<file path="src/ffba_pkg.sv">
package ffba_pkg;

    // payload field widths
    localparam int ACTION_W = 2;
    localparam int LEN_W    = 8;
    localparam int EID_W    = 16;
    localparam int STATUS_W = 2;
    localparam int BID_W    = 16;
    localparam int SIZE_W   = 8;

    localparam logic [SIZE_W-1:0] SIZE_RESET = 8'd128;

    // action codes
    localparam logic [ACTION_W-1:0] ACT_ALLOC  = 2'd0;
    localparam logic [ACTION_W-1:0] ACT_ERASE  = 2'd1;
    localparam logic [ACTION_W-1:0] ACT_DEFRAG = 2'd2;

    // status codes
    localparam logic [STATUS_W-1:0] ST_OK      = 2'd0;
    localparam logic [STATUS_W-1:0] ST_NULL    = 2'd1;
    localparam logic [STATUS_W-1:0] ST_ILLEGAL = 2'd2;

    typedef enum logic [5:0] {
        S_CLEAR  = 6'b000001,
        S_IDLE   = 6'b000010,
        S_SCAN   = 6'b000100,
        S_FILL   = 6'b001000,
        S_ZERO   = 6'b010000,
        S_FINISH = 6'b100000
    } seq_state_t;

endpackage

</file>
<file path="src/ffba_req_if.sv">
interface ffba_req_if;
    logic                           valid;
    logic                           ready;
    logic [ffba_pkg::ACTION_W-1:0]  action;
    logic [ffba_pkg::LEN_W-1:0]     request_length;
    logic [ffba_pkg::EID_W-1:0]     erase_id;

    modport source (
        output valid, action, request_length, erase_id,
        input  ready
    );

    modport sink (
        input  valid, action, request_length, erase_id,
        output ready
    );
endinterface

</file>
<file path="src/ffba_rsp_if.sv">
interface ffba_rsp_if;
    logic                           valid;
    logic                           ready;
    logic [ffba_pkg::STATUS_W-1:0]  status;
    logic [ffba_pkg::BID_W-1:0]     block_id;

    modport source (
        output valid, status, block_id,
        input  ready
    );

    modport sink (
        input  valid, status, block_id,
        output ready
    );
endinterface

</file>
<file path="src/first_fit_block_allocator_top.sv">
// Alloc and erase reject bad requests up front. Otherwise alloc scans the cells for a
// free run and marks it with the new id, erase scans the cells in use, and defragment
// compacts them and zeroes the tail. One word in flight; the shared scan/compare path
// and the single RAM write port set the rate, roughly one cell per cycle per pass.
// Reset: asynchronous, active low; after it the cell RAM is zeroed, one cell a cycle,
// during which no word is taken. Size register resets to 128.
module first_fit_block_allocator_top #(
    parameter int MEM_CELLS = 128,
    parameter int ID_BITS = 16
) (
    input  logic                        clk,
    input  logic                        rst_n,
    input  logic                        cfg_we,
    input  logic [ffba_pkg::SIZE_W-1:0] cfg_wdata,
    ffba_req_if.sink                    req,
    ffba_rsp_if.source                  rsp
);

    localparam int CNT_W = $clog2(MEM_CELLS + 1);
    localparam int AW = (MEM_CELLS > 1) ? $clog2(MEM_CELLS) : 1;
    localparam int SZ_W = (CNT_W > ffba_pkg::SIZE_W) ? CNT_W : ffba_pkg::SIZE_W;

    logic [ffba_pkg::SIZE_W-1:0] memory_size_reg, memory_size_next;
    logic [CNT_W-1:0]            size;

    logic               ram_we;
    logic [AW-1:0]      ram_waddr;
    logic [ID_BITS-1:0] ram_wdata;
    logic [AW-1:0]      ram_raddr;
    logic [ID_BITS-1:0] ram_rdata;

    assign memory_size_next = cfg_we ? cfg_wdata : memory_size_reg;

    always_ff @(posedge clk or negedge rst_n)
    begin
        if (!rst_n)
        begin
            memory_size_reg <= ffba_pkg::SIZE_RESET;
        end
        else
        begin
            memory_size_reg <= memory_size_next;
        end
    end

    // cells in use: min(memory_size, MEM_CELLS)
    assign size = (SZ_W'(memory_size_reg) >= SZ_W'(MEM_CELLS)) ?
                  CNT_W'(MEM_CELLS) : CNT_W'(memory_size_reg);

    ffba_ram #(
        .WIDTH (ID_BITS),
        .DEPTH (MEM_CELLS)
    ) u_ram (
        .clk   (clk),
        .we    (ram_we),
        .waddr (ram_waddr),
        .wdata (ram_wdata),
        .raddr (ram_raddr),
        .rdata (ram_rdata)
    );

    ffba_seq #(
        .MEM_CELLS (MEM_CELLS),
        .ID_BITS   (ID_BITS)
    ) u_seq (
        .clk       (clk),
        .rst_n     (rst_n),
        .size      (size),
        .req       (req),
        .rsp       (rsp),
        .ram_we    (ram_we),
        .ram_waddr (ram_waddr),
        .ram_wdata (ram_wdata),
        .ram_raddr (ram_raddr),
        .ram_rdata (ram_rdata)
    );

endmodule

</file>
<file path="src/ffba_ram.sv">
module ffba_ram #(
    parameter int WIDTH = 16,
    parameter int DEPTH = 128,
    localparam int AW = (DEPTH > 1) ? $clog2(DEPTH) : 1
) (
    input  logic             clk,
    input  logic             we,
    input  logic [AW-1:0]    waddr,
    input  logic [WIDTH-1:0] wdata,
    input  logic [AW-1:0]    raddr,
    output logic [WIDTH-1:0] rdata
);

    logic [WIDTH-1:0] mem_reg [DEPTH];
    logic [WIDTH-1:0] rdata_reg;

    always_ff @(posedge clk)
    begin
        if (we)
        begin
            mem_reg[waddr] <= wdata;
        end
        rdata_reg <= mem_reg[raddr];
    end

    assign rdata = rdata_reg;

endmodule

</file>
<file path="src/ffba_seq.sv">
module ffba_seq #(
    parameter int MEM_CELLS = 128,
    parameter int ID_BITS = 16,
    localparam int CNT_W = $clog2(MEM_CELLS + 1),
    localparam int AW = (MEM_CELLS > 1) ? $clog2(MEM_CELLS) : 1
) (
    input  logic               clk,
    input  logic               rst_n,
    input  logic [CNT_W-1:0]   size,
    ffba_req_if.sink           req,
    ffba_rsp_if.source         rsp,
    output logic               ram_we,
    output logic [AW-1:0]      ram_waddr,
    output logic [ID_BITS-1:0] ram_wdata,
    output logic [AW-1:0]      ram_raddr,
    input  logic [ID_BITS-1:0] ram_rdata
);

    localparam int W  = (ID_BITS > ffba_pkg::EID_W) ? ID_BITS : ffba_pkg::EID_W;
    localparam int LW = (CNT_W > ffba_pkg::LEN_W) ? CNT_W : ffba_pkg::LEN_W;
    localparam logic [ID_BITS-1:0] ID_MAX = {ID_BITS{1'b1}};

    ffba_pkg::seq_state_t state_reg, state_next;

    logic [CNT_W-1:0]   wr_reg, wr_next;
    logic               pend_reg, pend_next;
    logic [ID_BITS-1:0] last_id_reg, last_id_next;
    logic               res_has_reg, res_has_next;
    logic               out_valid_reg, out_valid_next;

    logic [CNT_W-1:0]   addr_reg, addr_next;
    logic [CNT_W-1:0]   idx_reg, idx_next;
    logic [CNT_W-1:0]   run_reg, run_next;
    logic [CNT_W-1:0]   start_reg, start_next;
    logic [CNT_W-1:0]   len_reg, len_next;
    logic [ID_BITS-1:0] id_reg, id_next;
    logic [ffba_pkg::ACTION_W-1:0] mode_reg, mode_next;
    logic               found_reg, found_next;
    logic [ffba_pkg::STATUS_W-1:0] res_status_reg, res_status_next;
    logic [ffba_pkg::BID_W-1:0]    res_id_reg, res_id_next;
    logic [ffba_pkg::STATUS_W-1:0] out_status_reg, out_status_next;
    logic [ffba_pkg::BID_W-1:0]    out_id_reg, out_id_next;

    always_comb
    begin
        logic [CNT_W-1:0]   run_inc;
        logic [CNT_W-1:0]   run_start;
        logic [ID_BITS-1:0] new_id;
        logic [W-1:0]       eid_w;
        logic [W-1:0]       new_id_w;

        state_next      = state_reg;
        wr_next         = wr_reg;
        pend_next       = pend_reg;
        last_id_next    = last_id_reg;
        res_has_next    = res_has_reg;
        out_valid_next  = out_valid_reg;
        addr_next       = addr_reg;
        idx_next        = idx_reg;
        run_next        = run_reg;
        start_next      = start_reg;
        len_next        = len_reg;
        id_next         = id_reg;
        mode_next       = mode_reg;
        found_next      = found_reg;
        res_status_next = res_status_reg;
        res_id_next     = res_id_reg;
        out_status_next = out_status_reg;
        out_id_next     = out_id_reg;

        ram_we    = 1'b0;
        ram_waddr = wr_reg[AW-1:0];
        ram_wdata = '0;
        ram_raddr = addr_reg[AW-1:0];

        req.ready = (state_reg == ffba_pkg::S_IDLE);

        run_inc   = run_reg + 1'b1;
        run_start = (run_reg == '0) ? idx_reg : start_reg;
        new_id    = last_id_reg + 1'b1;
        eid_w     = W'(req.erase_id);
        new_id_w  = W'(new_id);

        if (out_valid_reg && rsp.ready)
        begin
            out_valid_next = 1'b0;
        end

        case (state_reg)
            ffba_pkg::S_CLEAR:
            begin
                ram_we    = 1'b1;
                ram_waddr = wr_reg[AW-1:0];
                wr_next   = wr_reg + 1'b1;
                if (wr_reg == CNT_W'(MEM_CELLS - 1))
                begin
                    wr_next    = '0;
                    state_next = ffba_pkg::S_IDLE;
                end
            end

            ffba_pkg::S_IDLE:
            begin
                if (req.valid)
                begin
                    mode_next    = req.action;
                    addr_next    = '0;
                    pend_next    = 1'b0;
                    res_has_next = 1'b0;
                    res_id_next  = '0;
                    case (req.action)
                        ffba_pkg::ACT_ALLOC:
                        begin
                            if ((req.request_length == '0) ||
                                (LW'(req.request_length) > LW'(size)) ||
                                (last_id_reg == ID_MAX))
                            begin
                                res_has_next    = 1'b1;
                                res_status_next = ffba_pkg::ST_NULL;
                                state_next      = ffba_pkg::S_FINISH;
                            end
                            else
                            begin
                                run_next   = '0;
                                len_next   = CNT_W'(req.request_length);
                                state_next = ffba_pkg::S_SCAN;
                            end
                        end
                        ffba_pkg::ACT_ERASE:
                        begin
                            if ((req.erase_id == '0) || (eid_w > W'(last_id_reg)))
                            begin
                                res_has_next    = 1'b1;
                                res_status_next = ffba_pkg::ST_ILLEGAL;
                                state_next      = ffba_pkg::S_FINISH;
                            end
                            else
                            begin
                                id_next    = eid_w[ID_BITS-1:0];
                                found_next = 1'b0;
                                state_next = ffba_pkg::S_SCAN;
                            end
                        end
                        ffba_pkg::ACT_DEFRAG:
                        begin
                            wr_next    = '0;
                            state_next = ffba_pkg::S_SCAN;
                        end
                        default:
                        begin
                            state_next = ffba_pkg::S_IDLE;
                        end
                    endcase
                end
            end

            ffba_pkg::S_SCAN:
            begin
                // read one cell ahead; the compare works on last cycle's read
                if (addr_reg < size)
                begin
                    pend_next = 1'b1;
                    idx_next  = addr_reg;
                    addr_next = addr_reg + 1'b1;
                end
                else
                begin
                    pend_next = 1'b0;
                end

                if (pend_reg)
                begin
                    case (mode_reg)
                        ffba_pkg::ACT_ALLOC:
                        begin
                            if (ram_rdata != '0)
                            begin
                                run_next = '0;
                            end
                            else if (run_inc >= len_reg)
                            begin
                                // run found: fill start..idx
                                wr_next    = run_start;
                                addr_next  = idx_reg;
                                pend_next  = 1'b0;
                                state_next = ffba_pkg::S_FILL;
                            end
                            else
                            begin
                                run_next   = run_inc;
                                start_next = run_start;
                            end
                        end
                        ffba_pkg::ACT_ERASE:
                        begin
                            if (ram_rdata == id_reg)
                            begin
                                ram_we     = 1'b1;
                                ram_waddr  = idx_reg[AW-1:0];
                                ram_wdata  = '0;
                                found_next = 1'b1;
                            end
                        end
                        default:
                        begin
                            if (ram_rdata != '0)
                            begin
                                ram_we    = 1'b1;
                                ram_waddr = wr_reg[AW-1:0];
                                ram_wdata = ram_rdata;
                                wr_next   = wr_reg + 1'b1;
                            end
                        end
                    endcase
                end
                else if (addr_reg >= size)
                begin
                    case (mode_reg)
                        ffba_pkg::ACT_ALLOC:
                        begin
                            res_has_next    = 1'b1;
                            res_status_next = ffba_pkg::ST_NULL;
                            state_next      = ffba_pkg::S_FINISH;
                        end
                        ffba_pkg::ACT_ERASE:
                        begin
                            res_has_next    = !found_reg;
                            res_status_next = ffba_pkg::ST_ILLEGAL;
                            state_next      = ffba_pkg::S_FINISH;
                        end
                        default:
                        begin
                            state_next = ffba_pkg::S_ZERO;
                        end
                    endcase
                end
            end

            ffba_pkg::S_FILL:
            begin
                ram_we    = 1'b1;
                ram_waddr = wr_reg[AW-1:0];
                ram_wdata = new_id;
                wr_next   = wr_reg + 1'b1;
                if (wr_reg == addr_reg)
                begin
                    last_id_next    = new_id;
                    res_has_next    = 1'b1;
                    res_status_next = ffba_pkg::ST_OK;
                    res_id_next     = new_id_w[ffba_pkg::BID_W-1:0];
                    state_next      = ffba_pkg::S_FINISH;
                end
            end

            ffba_pkg::S_ZERO:
            begin
                if (wr_reg < size)
                begin
                    ram_we    = 1'b1;
                    ram_waddr = wr_reg[AW-1:0];
                    ram_wdata = '0;
                    wr_next   = wr_reg + 1'b1;
                end
                else
                begin
                    state_next = ffba_pkg::S_FINISH;
                end
            end

            ffba_pkg::S_FINISH:
            begin
                if (!res_has_reg)
                begin
                    state_next = ffba_pkg::S_IDLE;
                end
                else if (!out_valid_reg || rsp.ready)
                begin
                    out_valid_next  = 1'b1;
                    out_status_next = res_status_reg;
                    out_id_next     = res_id_reg;
                    res_has_next    = 1'b0;
                    state_next      = ffba_pkg::S_IDLE;
                end
            end

            default:
            begin
                state_next = ffba_pkg::S_IDLE;
            end
        endcase
    end

    always_ff @(posedge clk or negedge rst_n)
    begin
        if (!rst_n)
        begin
            state_reg     <= ffba_pkg::S_CLEAR;
            wr_reg        <= '0;
            pend_reg      <= 1'b0;
            last_id_reg   <= '0;
            res_has_reg   <= 1'b0;
            out_valid_reg <= 1'b0;
        end
        else
        begin
            state_reg     <= state_next;
            wr_reg        <= wr_next;
            pend_reg      <= pend_next;
            last_id_reg   <= last_id_next;
            res_has_reg   <= res_has_next;
            out_valid_reg <= out_valid_next;
        end
    end

    always_ff @(posedge clk)
    begin
        addr_reg       <= addr_next;
        idx_reg        <= idx_next;
        run_reg        <= run_next;
        start_reg      <= start_next;
        len_reg        <= len_next;
        id_reg         <= id_next;
        mode_reg       <= mode_next;
        found_reg      <= found_next;
        res_status_reg <= res_status_next;
        res_id_reg     <= res_id_next;
        out_status_reg <= out_status_next;
        out_id_reg     <= out_id_next;
    end

    assign rsp.valid    = out_valid_reg;
    assign rsp.status   = out_status_reg;
    assign rsp.block_id = out_id_reg;

    a_fill_order: assert property (@(posedge clk) disable iff (!rst_n)
        state_reg == ffba_pkg::S_FILL |-> wr_reg <= addr_reg)
        else $error("fill pointer passed end of run");

    a_compact_ptr: assert property (@(posedge clk) disable iff (!rst_n)
        (state_reg == ffba_pkg::S_SCAN) && (mode_reg == ffba_pkg::ACT_DEFRAG) && pend_reg
        |-> wr_reg <= idx_reg)
        else $error("compaction write pointer ahead of read");

    a_id_hold: assert property (@(posedge clk) disable iff (!rst_n)
        state_reg != ffba_pkg::S_FILL |=> last_id_reg == $past(last_id_reg))
        else $error("id counter moved outside fill");

    a_fail_zero_id: assert property (@(posedge clk) disable iff (!rst_n)
        out_valid_reg && (out_status_reg != ffba_pkg::ST_OK) |-> out_id_reg == '0)
        else $error("failed word carries nonzero id");

endmodule

</file>
<file path="src/flat_wrapper.sv">
// flat-port wrapper written by rule: the top's interface ports become plain ports
module first_fit_block_allocator_top_flat 
#(
    parameter int MEM_CELLS = 128,
    parameter int ID_BITS = 16
)
  (clk, rst_n, cfg_we, cfg_wdata, req_valid, req_action, req_request_length, req_erase_id, req_ready, rsp_valid, rsp_status, rsp_block_id, rsp_ready);
  ffba_req_if req_i ();
  ffba_rsp_if rsp_i ();
  input  logic clk;
  input  logic rst_n;
  input  logic cfg_we;
  input  logic [ffba_pkg::SIZE_W-1:0] cfg_wdata;
  input wire logic [$bits(req_i.valid)-1:0] req_valid;
  input wire logic [$bits(req_i.action)-1:0] req_action;
  input wire logic [$bits(req_i.request_length)-1:0] req_request_length;
  input wire logic [$bits(req_i.erase_id)-1:0] req_erase_id;
  output wire logic [$bits(req_i.ready)-1:0] req_ready;
  output wire logic [$bits(rsp_i.valid)-1:0] rsp_valid;
  output wire logic [$bits(rsp_i.status)-1:0] rsp_status;
  output wire logic [$bits(rsp_i.block_id)-1:0] rsp_block_id;
  input wire logic [$bits(rsp_i.ready)-1:0] rsp_ready;
  assign req_i.valid = req_valid;
  assign req_i.action = req_action;
  assign req_i.request_length = req_request_length;
  assign req_i.erase_id = req_erase_id;
  assign req_ready = req_i.ready;
  assign rsp_valid = rsp_i.valid;
  assign rsp_status = rsp_i.status;
  assign rsp_block_id = rsp_i.block_id;
  assign rsp_i.ready = rsp_ready;
  first_fit_block_allocator_top #(.MEM_CELLS(MEM_CELLS), .ID_BITS(ID_BITS)) u_core (.clk(clk), .rst_n(rst_n), .cfg_we(cfg_we), .cfg_wdata(cfg_wdata), .req(req_i), .rsp(rsp_i));
endmodule
</file>
<file path="config.mk">
export PLATFORM = sky130hd
export DESIGN_NAME = first_fit_block_allocator_top_flat
export DESIGN_NICKNAME = d
export VERILOG_FILES = /design/src/ffba_pkg.sv /design/src/ffba_req_if.sv /design/src/ffba_rsp_if.sv /design/src/first_fit_block_allocator_top.sv /design/src/ffba_ram.sv /design/src/ffba_seq.sv /design/src/flat_wrapper.sv
export SDC_FILE = /design/constraint.sdc
export NUM_CORES = 2
export LEC_CHECK = 0
export BUFFER_PORTS_ARGS = -buffer_cell sky130_fd_sc_hd__buf_2
export CORE_ASPECT_RATIO = 0.7
export CORE_MARGIN = 2
export CORE_UTILIZATION = 40
export DETAILED_ROUTE_END_ITERATION = 6
export PLACE_DENSITY_LB_ADDON = 0.12
export SLEW_MARGIN = 20
export SYNTH_ARGS = -nofsm -noshare
export SYNTH_HDL_FRONTEND = slang
export SYNTH_SLANG_ARGS = --single-unit
</file>
<file path="constraint.sdc">
create_clock -name clk -period 6.6 [get_ports clk]
set_clock_uncertainty 0.15 [all_clocks]
set_input_delay 0.99 -clock clk [delete_from_list [all_inputs] [get_ports clk]]
set_output_delay 0.99 -clock clk [all_outputs]
set_load 0.01 [all_outputs]
</file>
-- After elaboration in Yosys (flattened, before gate mapping)
Memory sizes are Yosys's and may differ from the RTL's. A register that Yosys moved wholly into a read port is not among the register bits.
Index checks and enable logic that the tools add are counted.
- flip-flop bits (word level): 136
- bits in writable memories: 2048
- input bits: 39
- output and inout port bits: 20
- logic and storage cells: 213
- memories: 1
- $add $sub $neg: 4
- order comparisons: 7
- eq/ne operators: 43
- mux-type cells: 100
- bitwise logic cells: 4
- reductions and logical operators: 35
- memories (name ; words ; width ; rd ports ; clocked after Yosys merged registers in ; write ports ; line ; RTL):
    u_core.u_ram.mem_reg ; 128 ; 16 ; 1 ; 1 ; 1 ; ffba_ram.sv:14 ; logic [WIDTH-1:0] mem_reg [DEPTH];
- operators by type and width (operator ; count):
    8-bit 2-to-1 mux ; 23
    6-bit 2-to-1 mux ; 14
    16-bit 2-to-1 mux ; 5
    16-bit case mux with 2 select lines ; 2
    8-bit case mux with 2 select lines ; 3
    8-bit case mux with 5 select lines ; 1
    3-bit != test, second input constant ; 12
    6-bit case mux with 6 select lines ; 1
    1-bit 2-to-1 mux ; 30
    7-bit 2-to-1 mux ; 4
    2-bit != test, second input constant ; 14
    9-bit AND reduction ; 3
    8-bit by 1-bit adder with 8-bit output, second input constant ; 3
    6-bit case mux with 3 select lines ; 1
    16-bit by 1-bit adder with 16-bit output, second input constant ; 1
    16-bit == test ; 1
    16-bit == test, second input constant ; 1
    8-bit greater-or-equal comparator ; 2
    16-bit greater-than comparator ; 1
    16-bit zero test ; 1
    8-bit zero test ; 2
    8-bit < comparator ; 2
    16-bit nonzero test ; 1
    7-bit AND reduction ; 2
    other kinds (35) ; 63

-- Longest topological paths before layout
- depth after elaboration: 9
- mapped depth: 14
- gate-level depth less buffers: 11

-- By module
A second synthesis with hierarchy kept.
- cell total of the unflattened synthesis: 3783
- area total of the unflattened synthesis: 86330.3 um^2
- by module, submodules not included (module ; times used ; cells an instance ; area each (um^2) ; sequential area each (um^2)):
    ffba_ram ; 1 ; 3086 ; 78516.6 ; 61819.3
    ffba_seq ; 1 ; 672 ; 7433.4 ; 3679.8
    first_fit_block_allocator_top ; 1 ; 25 ; 380.4 ; 201.4

-- Least setup slack after synthesis
No wires, ideal clock.
- path kind: register -> register
- start point: register u_core.u_seq.last_id_reg[2]
- end point: memory u_core.u_ram.mem_reg[0][15], data pin
- setup time: 0.497 ns
- data arrival time: 3.338 ns
- data required time: 5.953 ns
- slack: 2.615 ns
- stages on the path, launching flop included: 8
- path through: dfrtp_1 > nand3_1 > nor4_1 > nor4b_2 > nand3_1 > xnor2_1 > nor2_1 > a21o_1
- word-level cells in the longest chain between the ends: 2
- ends and longest elaborated chain (what ; line ; RTL):
    start, declared ; ffba_seq.sv:27 ; logic [ID_BITS-1:0] last_id_reg, last_id_next;
    start signal, assigned ; ffba_seq.sv:309 ; last_id_reg <= last_id_next;
    16-bit by 1-bit adder with 16-bit output ; ffba_seq.sv:80 ; new_id = last_id_reg + 1'b1;
    16-bit case mux with 2 select lines ; ffba_seq.sv:89 ; case (state_reg)
    net u_core.ram_wdata[15] ; first_fit_block_allocator_top.sv:28 ; logic [ID_BITS-1:0] ram_wdata;
    end, declared ; ffba_ram.sv:14 ;
The timed path passes the listed nets, and every way through them passes these cells.

==> flow_summary.toml <==
[die]
die_y_um = 393
die_x_um = 560
fp.coreArea_um2 = 215000
die_area_um2 = 221000
row_count = 142
io_pins = 59
initial_core_util_pct = 40.4

[place]
gp_congestion = 0.827
port-buffer-count = 58
hpwl_um = 146000
placed_cell_area_um2 = 91600

[routing]
via_per_inst = 5.74
ant_nets = 0
routed_wl_um = 238000
met3_length_um = 23000
vias = 42014
drt_iter0_markers = 5060
avgRoutedWirePerCell_um = 32.6
highest_layer = "met5"
post-route-drc-count = 0
dr_wl_met2_um = 101000
drt_pass1_iterations = 5
met1_length_um = 109000

[final_layout]
largest_register_ffs = 2048
fin_nets = 4357
fin_util_pct = 45.9
regArea_um2 = 65700
fillers = 18091
final_cell_mix = "2,143 x edfxtp_1, 603 x mux4_2, 218 x clkbuf_16"
drive_gt1_share_pct = 29.0
layout_commonest_cell = "edfxtp_1"
syn2layout_area_growth_pct = 13.5
multi_input_area_um2 = 20300
fin_area_um2 = 98400

[logic_synthesis]
async_reset_ff_share_pct = 1.86
seq_area_frac_synth_pct = 75.8
synth_cells = 4001
synth-edff-count = 2143
avgSynthCellArea_um2 = 21.7
ys.flop_type = "edfxtp_1"
synthesis.area_um2 = 86700
yosys_warnings = 0
synth_fp_nets = 4092
ys_ff_latch = 2200
synth.distinct_cells = 74

[cts]
cts-root-buf = "clkbuf_16"
clock-sinks = 2200
htreeDepth = 4
cts_max_path_buffers = 4
worstSkewPairLatency_ns = 0.87
post_cts_resized = 0
cts_tree = "yes"
path_clk_slew_ns = 0.06
post_cts_buffers = 0
cts_buffers = 215
cts-hold-fix-buffers = 0

[critical_path]
required_ns = 7.05
path_class = "flop to flop"
cp_slowest_stage_delay_ns = 0.69
rr_worst_depth = 7
cp_max_fo = 28
cp_slowest_cell = "mux2i_1"
cp_cell_sequence = "buf_12, buf_4, mux4_2, mux2i_1, o221ai_1, a21oi_1, a22oi_1"
cp_data_arrival_time_ns = 5.22
reg2reg_slack_ns = 1.83
critPathCaptureType = "flop"
crit_path_start_kind = "flop"

[power_and_ir_drop]
power_mw = 36.3
p_per_area_nw_per_um2 = 369
leakagePower_nw = 30.7
irDropWorstVdd_v = 0.000255

[timing]
tightest_slew_ns = 1.19
fmax_ghz = 0.210
rsz0062_at_grt = "false"
period_share_pct = 72.2
drv_slew = 0
final-setup-viol-count = 0
period_minus_slack_ns = 4.77
tns_ns = 0
hold_ws_ns = 0.0671
slew-limit-headroom_pct = 20.6
hold_violations = 0

[grt]
grt_use_total_pct = 21.4
grt_remaining_overflow = 0
grt_pass1_wl_um = 333000
grt_pass1_vias = 41633
grt_antenna_before_repair = 21
grt_max_degree = 121

[worst_hold_path]
min_path_type = "input pin to async pin"

[job]
drv_cap = 0

[run_status]
outcome = "complete, no violations"
worst max-delay path: cells and delay by family (launching register included):
| family | cells | cell delay, ns |
|---|---|---|
| AOI/OAI and AO/OA | 3 | 1.44 |
| muxes | 2 | 1.27 |
| buffers and inverters | 2 | 0.89 |
| DFF | 1 | 0.66 |
layer usage:
| layer | track usage, % | vias up |
|---|---|---|
| li1 | - | 17390 |
| met1 | 32.6 | 22687 |
| met2 | 29.5 | 1626 |
| met3 | 6.88 | 307 |
| met4 | 5.19 | 4 |
| met5 | 0 | - |
Yosys cell counts, types with 8 or more instances:
cell / count / share of area (%)
a311oi_1: 10 / 0.10
nand2_1: 75 / 0.32
a21oi_1: 49 / 0.28
dfrtp_1: 39 / 1.1
and3_1: 9 / 0.065
ha_1: 52 / 0.75
a21o_1: 20 / 0.17
nand3_1: 28 / 0.16
nor4_1: 29 / 0.21
nor2_1: 223 / 0.97
nor2b_1: 24 / 0.17
clkbuf_1: 91 / 0.39
o21ai_0: 27 / 0.16
dfxtp_1: 16 / 0.37
nand2b_1: 13 / 0.094
edfxtp_1: 2143 / 74
mux2i_1: 58 / 0.67
o221ai_1: 13 / 0.13
a211oi_1: 21 / 0.18
o22ai_1: 24 / 0.17
xnor2_1: 51 / 0.52
buf_4: 32 / 0.28
nor3_1: 26 / 0.15
buf_1: 17 / 0.074
a31oi_1: 20 / 0.14
nand4_1: 17 / 0.12
xor2_1: 15 / 0.15
a22oi_1: 35 / 0.30
inv_1: 39 / 0.17
buf_2: 63 / 0.36
o31ai_1: 8 / 0.069
mux4_2: 603 / 16
mux2_2: 19 / 0.25
and2_1: 8 / 0.058
metrics by stage:
stage,worst slack [ns],cells
after floorplan,2.62,4001
after global placement,1.88,6928
after detailed placement,1.86,6929
after CTS,1.85,7314
after global routing,1.64,7315
final,1.83,7318
kinds of logic after synthesis:
group / synth area share (%)
AO/OA/AOI/OAI: 2.17
XOR/XNOR: 0.667
adder cells (fa/ha/maj): 0.751
buffers and inverters: 1.33
flip-flops: 75.8
multiplexers: 16.6
AND/OR/NAND/NOR: 2.71
power breakdown:
part / switching, mW / total, mW / internal [mW]
Sequential: 0.296 / 15.7 / 15.4
Combinational: 5.04 / 8.51 / 3.46
Clock: 5.28 / 12.1 / 6.82
Total: 10.6 / 36.3 / 25.7
worst paths after layout:
path / startpoint / to
setup / recovery: u_core.u_seq.addr_reg[0] / u_core.u_ram.rdata[15]
hold / removal: rst_n / u_core.memory_size_reg[0]
setup reg to reg: u_core.u_seq.addr_reg[0] / u_core.u_ram.rdata[15]
hold reg to reg: u_core.u_seq.res_status_reg[1] / u_core.u_seq.rsp.status[1]
max in group asynchronous: rst_n / u_core.u_seq.last_id_reg[9]
min in group clk: req_request_length[0] / u_core.u_seq.len_reg[0]
layout make-up:
cell class / count / share of cell area, %
sequential: 2200 / 66.8
multi-input combinational: 1554 / 20.6
clock buffer: 261 / 5.71
tap: 2880 / 3.66
timing repair buffer: 254 / 1.95
clock inverter: 124 / 1.16
inverter: 41 / 0.156
antenna: 4 / 0.0102
No activity file was read; power rests on OpenSTA's default activity.
